**src/design/pmtb_pkg.sv**
```systemverilog
// ----------------------------------------------------------------------------
// pmtb_pkg
// item types and codes shared by the tile blitter modules
// ----------------------------------------------------------------------------
package pmtb_pkg;

  localparam int XY_W    = 12;
  localparam int COLOR_W = 32;

  // action codes
  localparam logic [1:0] ACT_PAL_WR = 2'd0;
  localparam logic [1:0] ACT_START  = 2'd1;
  localparam logic [1:0] ACT_DATA   = 2'd2;

  // pixel formats
  localparam logic [1:0] FMT_8OPQ = 2'd0;
  localparam logic [1:0] FMT_8TRN = 2'd1;
  localparam logic [1:0] FMT_4PK  = 2'd2;
  localparam logic [1:0] FMT_4SW  = 2'd3;

  typedef struct packed {
    logic [1:0]         action;
    logic [XY_W-1:0]    pos_x;
    logic [XY_W-1:0]    pos_y;
    logic [1:0]         size_code;
    logic [6:0]         row_count;
    logic [1:0]         format;
    logic               flip_rows;
    logic               flip_cols;
    logic [7:0]         index_value;
    logic [COLOR_W-1:0] table_value;
    logic [7:0]         data_byte;
  } in_item_t;

  typedef struct packed {
    logic [XY_W-1:0]    pix_x;
    logic [XY_W-1:0]    pix_y;
    logic [COLOR_W-1:0] color;
    logic               write_enable;
    logic               last_of_item;
    logic               tile_done;
  } out_item_t;

  // one pixel before its color is known
  typedef struct packed {
    logic [XY_W-1:0] pix_x;
    logic [XY_W-1:0] pix_y;
    logic            write_enable;
    logic            last_of_item;
    logic            tile_done;
  } pix_meta_t;

  // what one data byte turns into
  typedef struct packed {
    logic      two_pix;
    pix_meta_t p0;
    pix_meta_t p1;
  } byte_job_t;

endpackage

```
**src/design/pmtb_out_seq.sv**
```systemverilog
// ----------------------------------------------------------------------------
// pmtb_out_seq
// holds one byte's pixels with their palette data and feeds the output register
// ----------------------------------------------------------------------------
module pmtb_out_seq import pmtb_pkg::*; #(
  parameter int COLOR_BITS = 32
) (
  input  logic                  clk_i,
  input  logic                  rst_ni,
  input  logic                  load_i,
  input  byte_job_t             job_i,
  input  logic [COLOR_BITS-1:0] rd0_data_i,
  input  logic [COLOR_BITS-1:0] rd1_data_i,
  input  logic                  out_stall_i,
  output logic                  free_o,
  output logic                  out_valid_o,
  output out_item_t             out_item_o
);

  logic      job_valid_q;
  byte_job_t job_q;
  logic      sel_q;
  logic      out_valid_q;
  out_item_t out_item_q;

  logic                  out_free, pull, job_last;
  pix_meta_t             pm;
  logic [COLOR_BITS-1:0] rd;
  out_item_t             out_item_d;

  assign out_free = !out_valid_q || !out_stall_i;
  assign pull     = job_valid_q && out_free;
  assign job_last = !job_q.two_pix || sel_q;
  assign free_o   = !job_valid_q || (pull && job_last);

  always_comb begin
    pm = sel_q ? job_q.p1 : job_q.p0;
    rd = sel_q ? rd1_data_i : rd0_data_i;
    out_item_d.pix_x        = pm.pix_x;
    out_item_d.pix_y        = pm.pix_y;
    out_item_d.color        = pm.write_enable ? COLOR_W'(rd) : '0;
    out_item_d.write_enable = pm.write_enable;
    out_item_d.last_of_item = pm.last_of_item;
    out_item_d.tile_done    = pm.tile_done;
  end

  always_ff @(posedge clk_i or negedge rst_ni) begin
    if (!rst_ni) begin
      job_valid_q <= 1'b0;
      sel_q       <= 1'b0;
      out_valid_q <= 1'b0;
    end else begin
      if (load_i) begin
        job_valid_q <= 1'b1;
        sel_q       <= 1'b0;
      end else if (pull && job_last) begin
        job_valid_q <= 1'b0;
      end else if (pull) begin
        sel_q <= 1'b1;
      end
      if (pull) begin
        out_valid_q <= 1'b1;
      end else if (out_free) begin
        out_valid_q <= 1'b0;
      end
    end
  end

  always_ff @(posedge clk_i) begin
    if (load_i) begin
      job_q <= job_i;
    end
    if (pull) begin
      out_item_q <= out_item_d;
    end
  end

  assign out_valid_o = out_valid_q;
  assign out_item_o  = out_item_q;

endmodule

```
**config.mk**
```make
export PLATFORM = sky130hd
export DESIGN_NAME = pmtb_out_seq
export DESIGN_NICKNAME = d
export VERILOG_FILES = /design/src/design/pmtb_pkg.sv /design/src/design/pmtb_out_seq.sv
export SDC_FILE = /design/constraint.sdc
export NUM_CORES = 1
export LEC_CHECK = 0
export ABC_CLOCK_PERIOD_IN_PS = 2700
export BUFFER_PORTS_ARGS = -buffer_cell sky130_fd_sc_hd__buf_2
export CAP_MARGIN = 20
export CELL_PAD_IN_SITES_DETAIL_PLACEMENT = 1
export CELL_PAD_IN_SITES_GLOBAL_PLACEMENT = 1
export CORE_MARGIN = 4
export CORE_UTILIZATION = 39
export CTS_CLUSTER_SIZE = 24
export DETAILED_ROUTE_END_ITERATION = 16
export PLACE_DENSITY_LB_ADDON = 0.1
export SETUP_SLACK_MARGIN = 0.3
export SLEW_MARGIN = 20
export SYNTH_ARGS = -nofsm -noshare
export SYNTH_HDL_FRONTEND = slang
export SYNTH_SLANG_ARGS = --single-unit
export TNS_END_PERCENT = 100
```
**constraint.sdc**
```tcl
create_clock -name clk_i -period 2.7 [get_ports clk_i]
set_input_delay 0.54 -clock clk_i [delete_from_list [all_inputs] [get_ports clk_i]]
set_output_delay 0.54 -clock clk_i [all_outputs]
set_load 0.01 [all_outputs]
```
# == Word level (Yosys, flattened, before mapping) ==
# Index checks and enable logic that the tools add are counted.
# totals
ff_bits,117
elab_cells,43
# op_classes
eq_ne,1
mux,9
reduce_logical,13
# ops
op,count
$mux 32,1
$mux 27,1
$mux 1,7
$reduce_bool 2->1,3
$logic_not 1->1,4
$logic_or 1x1->1,3
$logic_and 1x1->1,2
$ne 2x2->1 const B,1
$reduce_and 2->1,1

# == Logic depth before layout (Yosys ltp) ==
# depth
ltp_word,6
ltp_mapped,5
depth_no_buf,3

# == Worst setup path after synthesis ==
# OpenSTA, ideal clock, no wires.
# synth_timing
path_type,input port to flip-flop
startpoint,in out_stall_i
endpoint,"reg out_item_q, in the netlist out_item_o[0], enable pin"
setup_time_ns,0.423
arrival_ns,2.052
t_required_ns,2.277
setup_slack_ns,0.225
path_stages,2
n_path_buf,0
cell_sequence,nand2_1 and2_1
# synth_between
elab_chain_cells,3
# synth_lines
element,line,rtl
start: declaration,pmtb_out_seq.sv:14,"input logic out_stall_i,"
$logic_not 1->1,pmtb_out_seq.sv:31,assign out_free = !out_valid_q || !out_stall_i;
$logic_or 1x1->1,pmtb_out_seq.sv:31,
$logic_and 1x1->1,pmtb_out_seq.sv:32,assign pull = job_valid_q && out_free;
net pull,pmtb_out_seq.sv:26,"logic out_free, pull, job_last;"
end signal: assignment,pmtb_out_seq.sv:74,out_item_q <= out_item_d;
end: declaration,pmtb_out_seq.sv:24,out_item_t out_item_q;
# The timed path passes the listed nets, and every way through them passes these cells.
# A chain may end at the register's enable or synchronous reset.

# == Worst setup path after layout ==
# layout_timing
startpoint,reg sel_q
endpoint,out free_o
# layout_between
elab_chain_cells,3
# layout_lines
element,line,rtl
start: declaration,pmtb_out_seq.sv:22,logic sel_q;
start signal: assignment,pmtb_out_seq.sv:50,sel_q <= 1'b0;
start signal: assignment,pmtb_out_seq.sv:55,sel_q <= 1'b0;
start signal: assignment,pmtb_out_seq.sv:59,sel_q <= 1'b1;
$logic_or 1x1->1,pmtb_out_seq.sv:33,assign job_last = !job_q.two_pix || sel_q;
$logic_and 1x1->1,pmtb_out_seq.sv:34,assign free_o = !job_valid_q || (pull && job_last);
$logic_or 1x1->1,pmtb_out_seq.sv:34,
end: declaration,pmtb_out_seq.sv:15,"output logic free_o,"
# No other way between the ends.

==> run summary <==
Die X = 118 microns
chip height = 118 microns
total gr overflow = 0
unrepaired setup endpoints after global routing = false
switching part of the total = 21.2%
Worst-Margin Slew = 0.669 ns
Worst Path Arrival = 1.65 ns
global-route wire length before repair = 17.0 mm
Max Root-Sink Buffers = 2
Final Max Tran Viols = 0
clock share of power = 45.2%
Layout Skew = 0.00930 ns
number of DRC markers in iteration 0 = 197
worst r2r path cells = 3
worst path cell trace = nand2b_1 -> a21bo_2 -> buf_2
WP data required = 2.16 ns
Post-CTS Setup Bufs = 0
H-tree depth = 4
DR WL met3 = 994 microns
Port Buffer Count = 183
Clock Sink Count = 117
Flop pwr share = 44.0%
Slowest-stage cell, CP = dfrtp_4
Die ar. = 0.0139 sq mm
final net count = 574
hold_ws = 0.306 ns
FF-to-FF End = out_item_o[31]
worst-path maximum fanout = 26
met2 WL = 5.39 mm
CP startpoint = sel_q
area grow syn2layout = 35.1%
initial antenna violation count = 2
share of layout cells above drive strength 1 = 61.9%
total CTS buffers = 17
vias in the first global route = 3,133
R2R setup slack = 0.92 ns
Slowest Stage Delay on Critical Path = 0.67 ns
Cells after Synth = 258
maximum VDD drop = 0.000519 V
most frequent cells in the layout = 183 x buf_2, 114 x edfxtp_1, 29 x nand2_1, 26 x mux2_4
kind of end point of the critical path = primary output
top sig layer = met5
total power draw = 5.20 mW
worst hold path type = input pin to register
GRT Overall Usage = 16.3%
max-cap violations = 0
CTS Root Cell = clkbuf_16
Vias per Instance = 4.72
status = finished clean
core area = 0.0116 sq mm
TritonCTS clock tree = done
Rows = 39
fin crit period = 2.19 ns
final WL = 11.0 mm
Internal = 4.10 mW
syn nets = 381
NetSw = 1.10 mW
HPWL after DPL = 7.84 mm
area post-placement = 0.00572 sq mm
Syn Area/Cell = 18.2 sq um
Top Ports = 184
pin count of the biggest net entering global routing = 66
Slew HR = 55.4%
Leakage = 2.63 nW
reg-to-reg startpoint = sel_q
Initial Utilization = 40.5%
clk slew on worst S/H paths = 0.05 ns
Setup TNS = 0 ns
FF+latch area = 0.00350 sq mm
synth unique cells = 22
Fmax achieved = 457 MHz
multi-input logic area = 0.00106 sq mm
Period Utilization, post-route = 81.1%
Setup CP Type = register to primary output
combinational power share = 10.8%
commonest non-fill, non-tap cell in the layout = buf_2
yosys warns = 0
filler cell count = 1,186
CP endpoint = free_o
Final Instance Area = 0.00635 sq mm
register area share after synthesis = 74.4%
Routed met1 length = 4.44 mm
Critical Path Source Type = register
Remaining DRCs = 0
Placer Congestion = 0.753
vias = 2,876
final setup violation count = 0
worst-skew pair later-pin latency = 0.41 ns
Avg WL per Cell = 18.1 microns
synthesized cell area = 0.00470 sq mm
ANT nets after route = 0
power per cell area = 818 mW/mm^2
total iterations of the first detailed-routing run = 6
Hold Vio Cnt, Final = 0
Yosys reg bits = 117
-- area by class of cell --
cell class	instances	share of cell area, %
Clock buffer	19	6.81
Timing Repair Buffer	191	15.6
Multi-Input combinational cell	124	16.6
Tap cell	143	2.82
Antenna cell	2	0.0788
Clock inverter	13	2.93
Sequential cell	117	55.1
-- cells by family (layout without fill, tap and decap cells) --
kind of cell / count (synthesis) / count (layout) / synth area share (%)
DFF: 117 / 117 / 74.4
and+or+nand+nor: 63 / 63 / 8.22
AOI/OAI and AO/OA: 35 / 35 / 5.93
muxes: 26 / 26 / 8.30
buffers and inverters: 17 / 223 / 3.17
other: 0 / 2 / 0
-- stage by stage --
step | worst slack, ns | utilization [%] | instances
floorplan | 0.865 | - | 258
global placement | 0.909 | 49.2 | 574
detailed placement | 0.908 | 49.2 | 574
CTS | 0.456 | 54.7 | 607
global route | 0.439 | 54.7 | 608
finish | 0.510 | 54.7 | 609
-- flip-flops by register name, summed over array words and instances (netlist names) --
name	flops
out_item_o	59
sel_q	1
job_valid_q	1
out_valid_o	1
job_q	55
-- power groups by stage --
| stage | registers [mW] | clock network [mW] | logic (mW) |
|---|---|---|---|
| 2_1_floorplan | 2.36 | 0 | 0.274 |
| 3_3_place_gp | 2.32 | 0 | 0.560 |
| 3_5_place_dp | 2.33 | 0 | 0.574 |
| 4_1_cts | 2.29 | 2.43 | 0.576 |
| 5_1_grt | 2.30 | 2.51 | 0.613 |
| 6_report | 2.29 | 2.35 | 0.560 |
-- how the worst min path moves through the flow --
stage,slack (ns),from,endpoint,cells past startpoint
after floorplan,0.24,rst_ni,job_valid_q,0
after CTS,0.28,job_i[40],job_q[40],1
after global routing,0.28,job_i[10],job_q[10],1
final,0.31,job_i[47],job_q[47],1
after detailed placement,0.35,rst_ni,out_valid_o,1
after global placement,0.35,rst_ni,out_valid_o,1
-- critical path: cells and delay by family, from the launching register on --
kind | cells | cell delay, ns
simple gates | 1 | 0.23
compound gates | 1 | 0.21
buf+inv | 1 | 0.13
flops | 1 | 0.67
-- synth_stat cells (all sizes together) --
cell    number  area share, %
nor2         1          0.080
o21ai       28            4.6
and2         1           0.13
a21o         1           0.16
nor2b        1           0.19
nand2       29            2.3
buf         16            3.0
dfrtp        3            1.6
mux2        26            8.3
nand2b       3           0.40
a21bo        1           0.21
a32o         4           0.85
edfxtp     114             73
clkbuf       1           0.16
a31oi        1           0.13
nand3       28            5.1
-- per-layer routing --
metal,vias to the layer above,track usage [%]
met5,-,0
met3,15,7.74
li1,1385,-
met1,1339,18.8
met4,2,6.89
met2,135,26.1
-- repair_timing --
item,in CTS,in global routing
endpoints found under the hold margin,3,0
gates resized for setup,0,0
hold buffers,1,0
Power figures use the tool's default switching activity.
