File: config.mk
export PLATFORM = sky130hd
export DESIGN_NAME = pmtb_walker
export DESIGN_NICKNAME = d
export VERILOG_FILES = /design/src/design/pmtb_pkg.sv /design/src/design/pmtb_walker.sv
export SDC_FILE = /design/constraint.sdc
export NUM_CORES = 1
export LEC_CHECK = 0
export BUFFER_PORTS_ARGS = -buffer_cell sky130_fd_sc_hd__buf_2
export CAP_MARGIN = 20
export CELL_PAD_IN_SITES_DETAIL_PLACEMENT = 0
export CELL_PAD_IN_SITES_GLOBAL_PLACEMENT = 2
export CORE_ASPECT_RATIO = 1.75
export CORE_MARGIN = 4
export CORE_UTILIZATION = 32
export DETAILED_ROUTE_END_ITERATION = 8
export PLACE_DENSITY_LB_ADDON = 0.1
export SYNTH_ARGS = -nofsm -noshare
export SYNTH_HDL_FRONTEND = slang
export SYNTH_SLANG_ARGS = --single-unit
File: constraint.sdc
create_clock -name clk_i -period 7.5 [get_ports clk_i]
set_clock_uncertainty 0.05 [all_clocks]
set_input_delay 1.125 -clock clk_i [delete_from_list [all_inputs] [get_ports clk_i]]
set_output_delay 1.125 -clock clk_i [all_outputs]
set_load 0.02 [all_outputs]
File: src/design/pmtb_pkg.sv
// ----------------------------------------------------------------------------
// pmtb_pkg
// item types and codes shared by the tile blitter modules
// ----------------------------------------------------------------------------
package pmtb_pkg;

  localparam int XY_W    = 12;
  localparam int COLOR_W = 32;

  // action codes
  localparam logic [1:0] ACT_PAL_WR = 2'd0;
  localparam logic [1:0] ACT_START  = 2'd1;
  localparam logic [1:0] ACT_DATA   = 2'd2;

  // pixel formats
  localparam logic [1:0] FMT_8OPQ = 2'd0;
  localparam logic [1:0] FMT_8TRN = 2'd1;
  localparam logic [1:0] FMT_4PK  = 2'd2;
  localparam logic [1:0] FMT_4SW  = 2'd3;

  typedef struct packed {
    logic [1:0]         action;
    logic [XY_W-1:0]    pos_x;
    logic [XY_W-1:0]    pos_y;
    logic [1:0]         size_code;
    logic [6:0]         row_count;
    logic [1:0]         format;
    logic               flip_rows;
    logic               flip_cols;
    logic [7:0]         index_value;
    logic [COLOR_W-1:0] table_value;
    logic [7:0]         data_byte;
  } in_item_t;

  typedef struct packed {
    logic [XY_W-1:0]    pix_x;
    logic [XY_W-1:0]    pix_y;
    logic [COLOR_W-1:0] color;
    logic               write_enable;
    logic               last_of_item;
    logic               tile_done;
  } out_item_t;

  // one pixel before its color is known
  typedef struct packed {
    logic [XY_W-1:0] pix_x;
    logic [XY_W-1:0] pix_y;
    logic            write_enable;
    logic            last_of_item;
    logic            tile_done;
  } pix_meta_t;

  // what one data byte turns into
  typedef struct packed {
    logic      two_pix;
    pix_meta_t p0;
    pix_meta_t p1;
  } byte_job_t;

endpackage

File: src/design/pmtb_walker.sv
// ----------------------------------------------------------------------------
// pmtb_walker
// tile setup registers, row and column counters, pixel placement and pens
// ----------------------------------------------------------------------------
module pmtb_walker import pmtb_pkg::*; #(
  parameter int MAX_TILE      = 64,
  parameter int PALETTE_DEPTH = 256,
  parameter int COLOR_BITS    = 32,
  parameter int AW            = 8
) (
  input  logic                  clk_i,
  input  logic                  rst_ni,
  input  logic                  accept_i,
  input  in_item_t              in_item_i,
  output logic                  wr_en_o,
  output logic [AW-1:0]         wr_addr_o,
  output logic [COLOR_BITS-1:0] wr_data_o,
  output logic                  job_load_o,
  output byte_job_t             job_o,
  output logic [AW-1:0]         rd0_addr_o,
  output logic [AW-1:0]         rd1_addr_o
);

  localparam int TW = $clog2(MAX_TILE + 2);

  // reduce a 9-bit address sum modulo the palette depth
  function automatic logic [AW-1:0] wrap_addr(input logic [8:0] x);
    logic [8:0] r;
    r = x;
    for (int k = 5; k >= 0; k--) begin
      if (int'(r) >= (PALETTE_DEPTH << k)) begin
        r = 9'(int'(r) - (PALETTE_DEPTH << k));
      end
    end
    return AW'(r);
  endfunction

  logic [XY_W-1:0] origin_x_q, origin_y_q;
  logic [TW-1:0]   tile_width_q, rows_total_q;
  logic [1:0]      draw_format_q;
  logic            reverse_rows_q, reverse_cols_q;
  logic [7:0]      palette_base_q;
  logic [TW-1:0]   column_counter_q, row_counter_q;
  logic            tile_active_q;

  logic            start_go, byte_go;
  logic [TW-1:0]   w_new, rc_new;
  logic            packed_fmt;
  logic [TW-1:0]   col_next;
  logic            row_end, done;
  logic [XY_W-1:0] col_base, c1, sx0, sx1, sy;
  logic [7:0]      pen0, pen1;
  logic            we0, we1;

  assign start_go = accept_i && (in_item_i.action == ACT_START);
  assign byte_go  = accept_i && (in_item_i.action == ACT_DATA) && tile_active_q;

  assign wr_en_o   = accept_i && (in_item_i.action == ACT_PAL_WR);
  assign wr_addr_o = wrap_addr({1'b0, in_item_i.index_value});
  assign wr_data_o = COLOR_BITS'(in_item_i.table_value);

  always_comb begin
    // width and row count saturate at the largest tile
    w_new  = (MAX_TILE < (8 << in_item_i.size_code)) ? TW'(MAX_TILE)
                                                     : TW'(8 << in_item_i.size_code);
    rc_new = (int'(in_item_i.row_count) > MAX_TILE) ? TW'(MAX_TILE)
                                                    : TW'(in_item_i.row_count);

    packed_fmt = (draw_format_q == FMT_4PK) || (draw_format_q == FMT_4SW);
    col_next   = column_counter_q + (packed_fmt ? TW'(2) : TW'(1));
    row_end    = col_next >= tile_width_q;
    done       = row_end && ((row_counter_q + TW'(1)) >= rows_total_q);

    // swapword rotates each group of eight columns by four
    col_base = XY_W'(column_counter_q);
    if (draw_format_q == FMT_4SW) begin
      col_base = {col_base[XY_W-1:3], col_base[2:0] + 3'd4};
    end
    c1 = col_base + XY_W'(1);

    sx0 = reverse_cols_q ? (XY_W'(tile_width_q) - XY_W'(1) - col_base) : col_base;
    sx1 = reverse_cols_q ? (XY_W'(tile_width_q) - XY_W'(1) - c1) : c1;
    sy  = reverse_rows_q ? (XY_W'(rows_total_q) - XY_W'(1) - XY_W'(row_counter_q))
                         : XY_W'(row_counter_q);

    pen0 = packed_fmt ? {4'd0, in_item_i.data_byte[7:4]} : in_item_i.data_byte;
    pen1 = {4'd0, in_item_i.data_byte[3:0]};
    we0  = !((draw_format_q != FMT_8OPQ) && (pen0 == 8'd0));
    we1  = pen1 != 8'd0;

    job_o.two_pix         = packed_fmt;
    job_o.p0.pix_x        = origin_x_q + sx0;
    job_o.p0.pix_y        = origin_y_q + sy;
    job_o.p0.write_enable = we0;
    job_o.p0.last_of_item = !packed_fmt;
    job_o.p0.tile_done    = !packed_fmt && done;
    job_o.p1.pix_x        = origin_x_q + sx1;
    job_o.p1.pix_y        = origin_y_q + sy;
    job_o.p1.write_enable = we1;
    job_o.p1.last_of_item = 1'b1;
    job_o.p1.tile_done    = done;
  end

  assign job_load_o = byte_go;
  assign rd0_addr_o = wrap_addr({1'b0, palette_base_q} + {1'b0, pen0});
  assign rd1_addr_o = wrap_addr({1'b0, palette_base_q} + {1'b0, pen1});

  always_ff @(posedge clk_i or negedge rst_ni) begin
    if (!rst_ni) begin
      origin_x_q       <= '0;
      origin_y_q       <= '0;
      tile_width_q     <= '0;
      rows_total_q     <= '0;
      draw_format_q    <= FMT_8OPQ;
      reverse_rows_q   <= 1'b0;
      reverse_cols_q   <= 1'b0;
      palette_base_q   <= '0;
      column_counter_q <= '0;
      row_counter_q    <= '0;
      tile_active_q    <= 1'b0;
    end else if (start_go) begin
      origin_x_q       <= in_item_i.pos_x;
      origin_y_q       <= in_item_i.pos_y;
      tile_width_q     <= w_new;
      rows_total_q     <= rc_new;
      draw_format_q    <= in_item_i.format;
      reverse_rows_q   <= in_item_i.flip_rows;
      reverse_cols_q   <= in_item_i.flip_cols;
      palette_base_q   <= in_item_i.index_value;
      column_counter_q <= '0;
      row_counter_q    <= '0;
      tile_active_q    <= rc_new != '0;
    end else if (byte_go) begin
      if (row_end) begin
        column_counter_q <= '0;
        row_counter_q    <= row_counter_q + TW'(1);
        if (done) begin
          tile_active_q <= 1'b0;
        end
      end else begin
        column_counter_q <= col_next;
      end
    end
  end

endmodule

# Yosys cells after proc, flatten, opt, wreduce, memory -nomap -nowiden
# Cells that the tools add are included.
[totals]
register_bits = 65
latchBits = 0
ramBits = 0
rom_bits = 0
inputBits = 90
output_inout_bits = 113
elab_cells = 78
memories = 0
[classes]
addsub = 16
mul = 0
div = 0
n_lt_le_gt_ge = 6
eq_ne = 4
shifts = 1
n_mux = 20
n_bitwise = 0
n_reduce_logical = 20
[ops]
columns = ["cell", "count"]
rows = [
  ["2-to-1 mux 7 bit", 8],
  ["adder 12 bit", 3],
  ["2-to-1 mux 12 bit", 3],
  ["less-than comparator 8 x 32 -> 1 bit (first input constant)", 1],
  ["<< shifter 4 x 2 -> 32 bit (first input constant)", 1],
  ["2-to-1 mux 8 bit", 3],
  [">= comparator 9 bit (second input constant)", 2],
  ["subtractor 8 x 8 -> 9 bit", 2],
  ["subtractor 7 x 1 -> 8 bit (second input constant)", 2],
  ["subtractor 8 x 1 -> 8 bit (second input constant)", 2],
  [">= comparator 7 bit", 2],
  ["subtractor 8 x 9 -> 10 bit", 1],
  ["adder 8 x 4 -> 9 bit", 1],
  ["adder 8 x 8 -> 9 bit", 1],
  ["adder 7 x 1 -> 8 bit (second input constant)", 1],
  ["logical NOT 8 bit", 1],
  ["nonzero test 2 bit", 4],
  ["adder 7 x 1 -> 7 bit (second input constant)", 1],
  ["adder 7 x 2 -> 7 bit", 1],
  ["greater-than comparator 7 bit (second input constant)", 1],
  ["logical AND 1 bit", 7],
  ["nonzero test 7 bit", 1],
  ["equality test 2 bit (second input constant)", 3],
  ["2-to-1 mux 1 bit", 4],
  ["other kinds (10)", 11],
]

# Depth between registers and ports, before layout
[depth]
word_depth = 10
mapped_depth = 19
mapped_depth_nobuf = 19

# Worst setup path before layout
# Ideal clock, no wire load.
[synth_timing]
kind = "reg2out"
start = "register rows_total_q[2]"
end = "output job_o[41] in the netlist's numbering"
arrival_ns = 3.919
slack_ns = 2.406
stages_incl_launch_ff = 16
path_buffers = 1
path_cell_list = "dfrtp_1 or4_4 nor2_1 xnor2_1 ha_1 o21a_1 a31o_2 nor2_1 xor2_1 mux2i_1 ha_1 or4_1 and3_1 o22a_1 xnor2_1 buf_4"
[synth_rtl]
columns = ["item", "line_no", "source"]
rows = [
  ["start: declaration", "pmtb_walker.sv:39", "logic [TW-1:0] tile_width_q, rows_total_q;"],
  ["start signal: assignment", "pmtb_walker.sv:125", "rows_total_q <= rc_new;"],
  ["end: declaration", "pmtb_walker.sv:19", "output byte_job_t job_o,"],
]

==> flow_summary_export.csv <==
group,metric,value,unit
floorplan,floorplan.initialDensity,0.3234,
placement,io_buffers,137,
timing,max_freq,168.5,MHz
critical_path,cp_max_fo,13,
critical_path,crit_type,"flip-flop to primary output",
power_and_ir_drop,p_leak,0.003558,uW
timing,whs,0.4332,ns
finish,drive_above_1_share,0.1975,
timing,drv_slew,0,
clock_tree,clk_path_buf_depth,2,
floorplan,rows,68,
yosys,synth_simple_gate_area_share,0.1900,
power_and_ir_drop,ir_drop,0.2238,mV
yosys,synth-edff-count,0,
clock_tree,clkSinkCount,62,
yosys,async_flop_share,1.000,
clock_tree,cts_resized,0,
critical_path,endpoint_kind,"primary output",
status,status,"completed",
flow_run,maxCapViolCount,0,
routing,wl_per_cell,17.30,um
placement,placed_area,0.006895,sq mm
clock_tree,cts_tree,"done",
yosys,synthAdderAreaFrac,0.1776,
clock_tree,clkLatencyLatePin,0.35,ns
placement,dp_hpwl,15780,um
yosys,synth_top_area_cell,"dfrtp_1",
global_route,grt_overflow,0,
global_route,antenna_found_initial,0,
routing,vias_per_cell,4.915,
floorplan,fp.dieH,194.4,um
floorplan,dieArea,0.02227,sq mm
floorplan,num_io_pins,203,
floorplan,coreArea,0.01965,sq mm
clock_tree,cts_buffers,9,
timing,hold_viol_final,0,
timing,setup_violations,0,
routing,drtIter0Drc,197,
finish,stdcell_area,0.007196,sq mm
yosys,synth_top_area_share,0.2441,
routing,first_pass_iters,4,
clock_tree,clkTransAtPathRegs,0.06,ns
finish,nets,1037,
placement,pre_cts_ws,1.961,ns
yosys,muxShareOfSynthArea,0.01634,
global_route,grt_pass1_wl,30570,um
critical_path,cp_data_arrival_time,4.76,ns
yosys,synth_most_common_cell,"nand2_1",
yosys,ys_ff_latch,62,
power_and_ir_drop,switching_share,0.4999,
critical_path,cp.required,6.32,ns
yosys,synth_common_cells,"nand2_1 (144), ha_1 (79), dfrtp_1 (62)",
yosys,synth_cells,783,
critical_path,critPathLaunchType,"flip-flop",
timing,tightest_slew,0.9648,ns
critical_path,worstPathCellList,"nand2_1 > xnor2_1 > and3_1 > xnor2_1 > inv_1 > ha_1 > o21ai_0 > nand2_1 > xor2_1 > nand2_1 > o21ai_0 > ha_1 > o21a_1 > a2111oi_0 > o31ai_1 > a21oi_1 > xnor2_1 > buf_2",
timing,setup_slack,1.565,ns
global_route,grt_max_degree,63,
yosys,synth_top_family_by_area,"simple AND/OR/NAND/NOR gates",
power_and_ir_drop,combPwrFrac,0.649,
power_and_ir_drop,p_int,1281,uW
timing,relSlewSlack,0.3568,
floorplan,die_x,114.5,um
yosys,synth.area.top_cells,"dfrtp_1 (24%), ha_1 (16%), nand2_1 (8.5%)",
clock_tree,postCtsHoldBufs,0,
clock_tree,clock-root-buffer,"clkbuf_16",
routing,drt-total-wl,19220,um
placement,gp_congestion,0.8325,
critical_path,critPathMaxStageDelay,0.61,ns
routing,drtAntennaViolNets,0,
global_route,first_global_vias,5919,
yosys,avgSynthCellArea,8.118,sq um
yosys,synth_cell_types,54,
critical_path,crit_slowest_cell,"a2111oi_0",
timing,period_needed,5.935,ns
yosys,yosysSeqAreaShare,0.2441,
yosys,syn_nets,959,
clock_tree,post_cts_buffers,0,
yosys,synth_compound_area_frac,0.1559,
timing,rsz0062_at_grt,"no",
yosys,synthFlopType,"dfrtp_1",
routing,vias,5461,
routing,drc,0,
clock_tree,htreeDepth,3,
yosys,synth_area,0.006356,sq mm
yosys,yosys.area_share.xor_xnor,0.1075,
finish,area_growth,13.21,%
finish,antenna_cells,0,
power_and_ir_drop,p_per_area,356.0,mW/mm^2
global_route,grt_use_total,0.1773,
timing,finalSetupTns,0,ns
timing,period_share,0.7913,
worst_hold_path,hold_path_class,"flip-flop to flip-flop",
power_and_ir_drop,p_sw,1281,uW
yosys,yosys_warnings,0,
power_and_ir_drop,pwr-share-clk,0.171,
power_and_ir_drop,sequentialPowerShare,0.180,
## final cells by class
class / instances / area (sq um)
Timing Repair Buffer: 142 / 723.2
Clock buffer: 9 / 225.2
Clock inverter: 7 / 75.07
Sequential cell: 62 / 1551
Multi-Input combinational cell: 595 / 4123
Inverter: 51 / 191.4
Tap cell: 245 / 306.5
Fill cell: 2088 / 12460
## layer usage
metal  GRT usage  vias to the layer above  part of all wire
li1            -                     2769                 -
met1      0.1686                     2547              0.34
met2      0.3577                      110              0.60
met3     0.02492                       35             0.027
met4     0.07882                        0             0.034
met5           0                        -                 0
## stage by stage
step	total power, uW	instances	util
3_3_place_gp	2143	1095	0.3508
2_1_floorplan	1759	783	-
3_5_place_dp	2161	1095	0.3508
4_1_cts	2620	1111	0.3661
6_report	2562	1111	0.3661
5_1_grt	2776	1111	0.3661
## cell families (layout without fill, tap and decap cells)
kind of cell    Yosys count  count (layout)
compound gates          157             157
xor+xnor                 78              78
fa+ha+maj                86              86
buf+inv                 126             209
flops                    62              62
mux                      10              10
other cells               1               1
simple gates            263             263
## path summary, 6_finish.rpt
check	endpoint	from	slack, ns	depth (start not counted)
min in group asynchronous	palette_base_q[0]$_DFFE_PN0P_	rst_ni	0.93	2
min reg2reg	origin_y_q[0]$_DFFE_PN0P_	origin_y_q[0]$_DFFE_PN0P_	0.43	2
max in group asynchronous	origin_x_q[5]$_DFFE_PN0P_	rst_ni	5.90	2
max	job_o[25]	draw_format_q[1]$_DFFE_PN0P_	1.57	18
min	origin_y_q[0]$_DFFE_PN0P_	origin_y_q[0]$_DFFE_PN0P_	0.43	2
max reg2reg	column_counter_q[2]$_DFFE_PN0P_	draw_format_q[1]$_DFFE_PN0P_	3.45	13
## worst max-delay path: cells and delay by family, from the launching register on
kind	cells	cell delay, ns
DFF	1	0.57
buffers and inverters	2	0.25
and+or+nand+nor	4	0.58
adders and majority gates	2	0.68
AOI/OAI and AO/OA	6	1.50
xor gates and xnor gates	4	0.82
## flip-flops by register name (all words and copies together) (netlist names)
signal and count:
origin_x_q 12, origin_y_q 12, palette_base_q 8, column_counter_q 7
row_counter_q 7, rows_total_q 7, tile_width_q 4, draw_format_q 2
reverse_cols_q 1, reverse_rows_q 1, tile_active_q 1
## power groups by stage
stage / clock [uW] / sequential (uW) / combinational (uW)
6_report: 437 / 461 / 1660
5_1_grt: 470 / 473 / 1830
4_1_cts: 456 / 463 / 1700
3_5_place_dp: 0 / 469 / 1690
3_3_place_gp: 0 / 467 / 1680
2_1_floorplan: 0 / 434 / 1320
## cell usage in the layout (no fill, tap or decap), drive strengths merged, types with 4 or more instances in the layout
cell type,count
nand3b,9
and2,6
a21o,7
a22o,4
nand2,144
o21bai,5
inv,49
nor3,9
nor2,33
a21oi,35
nor2b,12
dfrtp,62
nand3,17
xor2,22
o31ai,4
ha,79
xnor2,56
and3,5
buf,142
o21ai,55
or3,4
fa,7
clkinv,5
clkbuf,9
nand2b,9
mux2i,7
or4,5
o21a,20
Power figures use the tool's default switching activity.
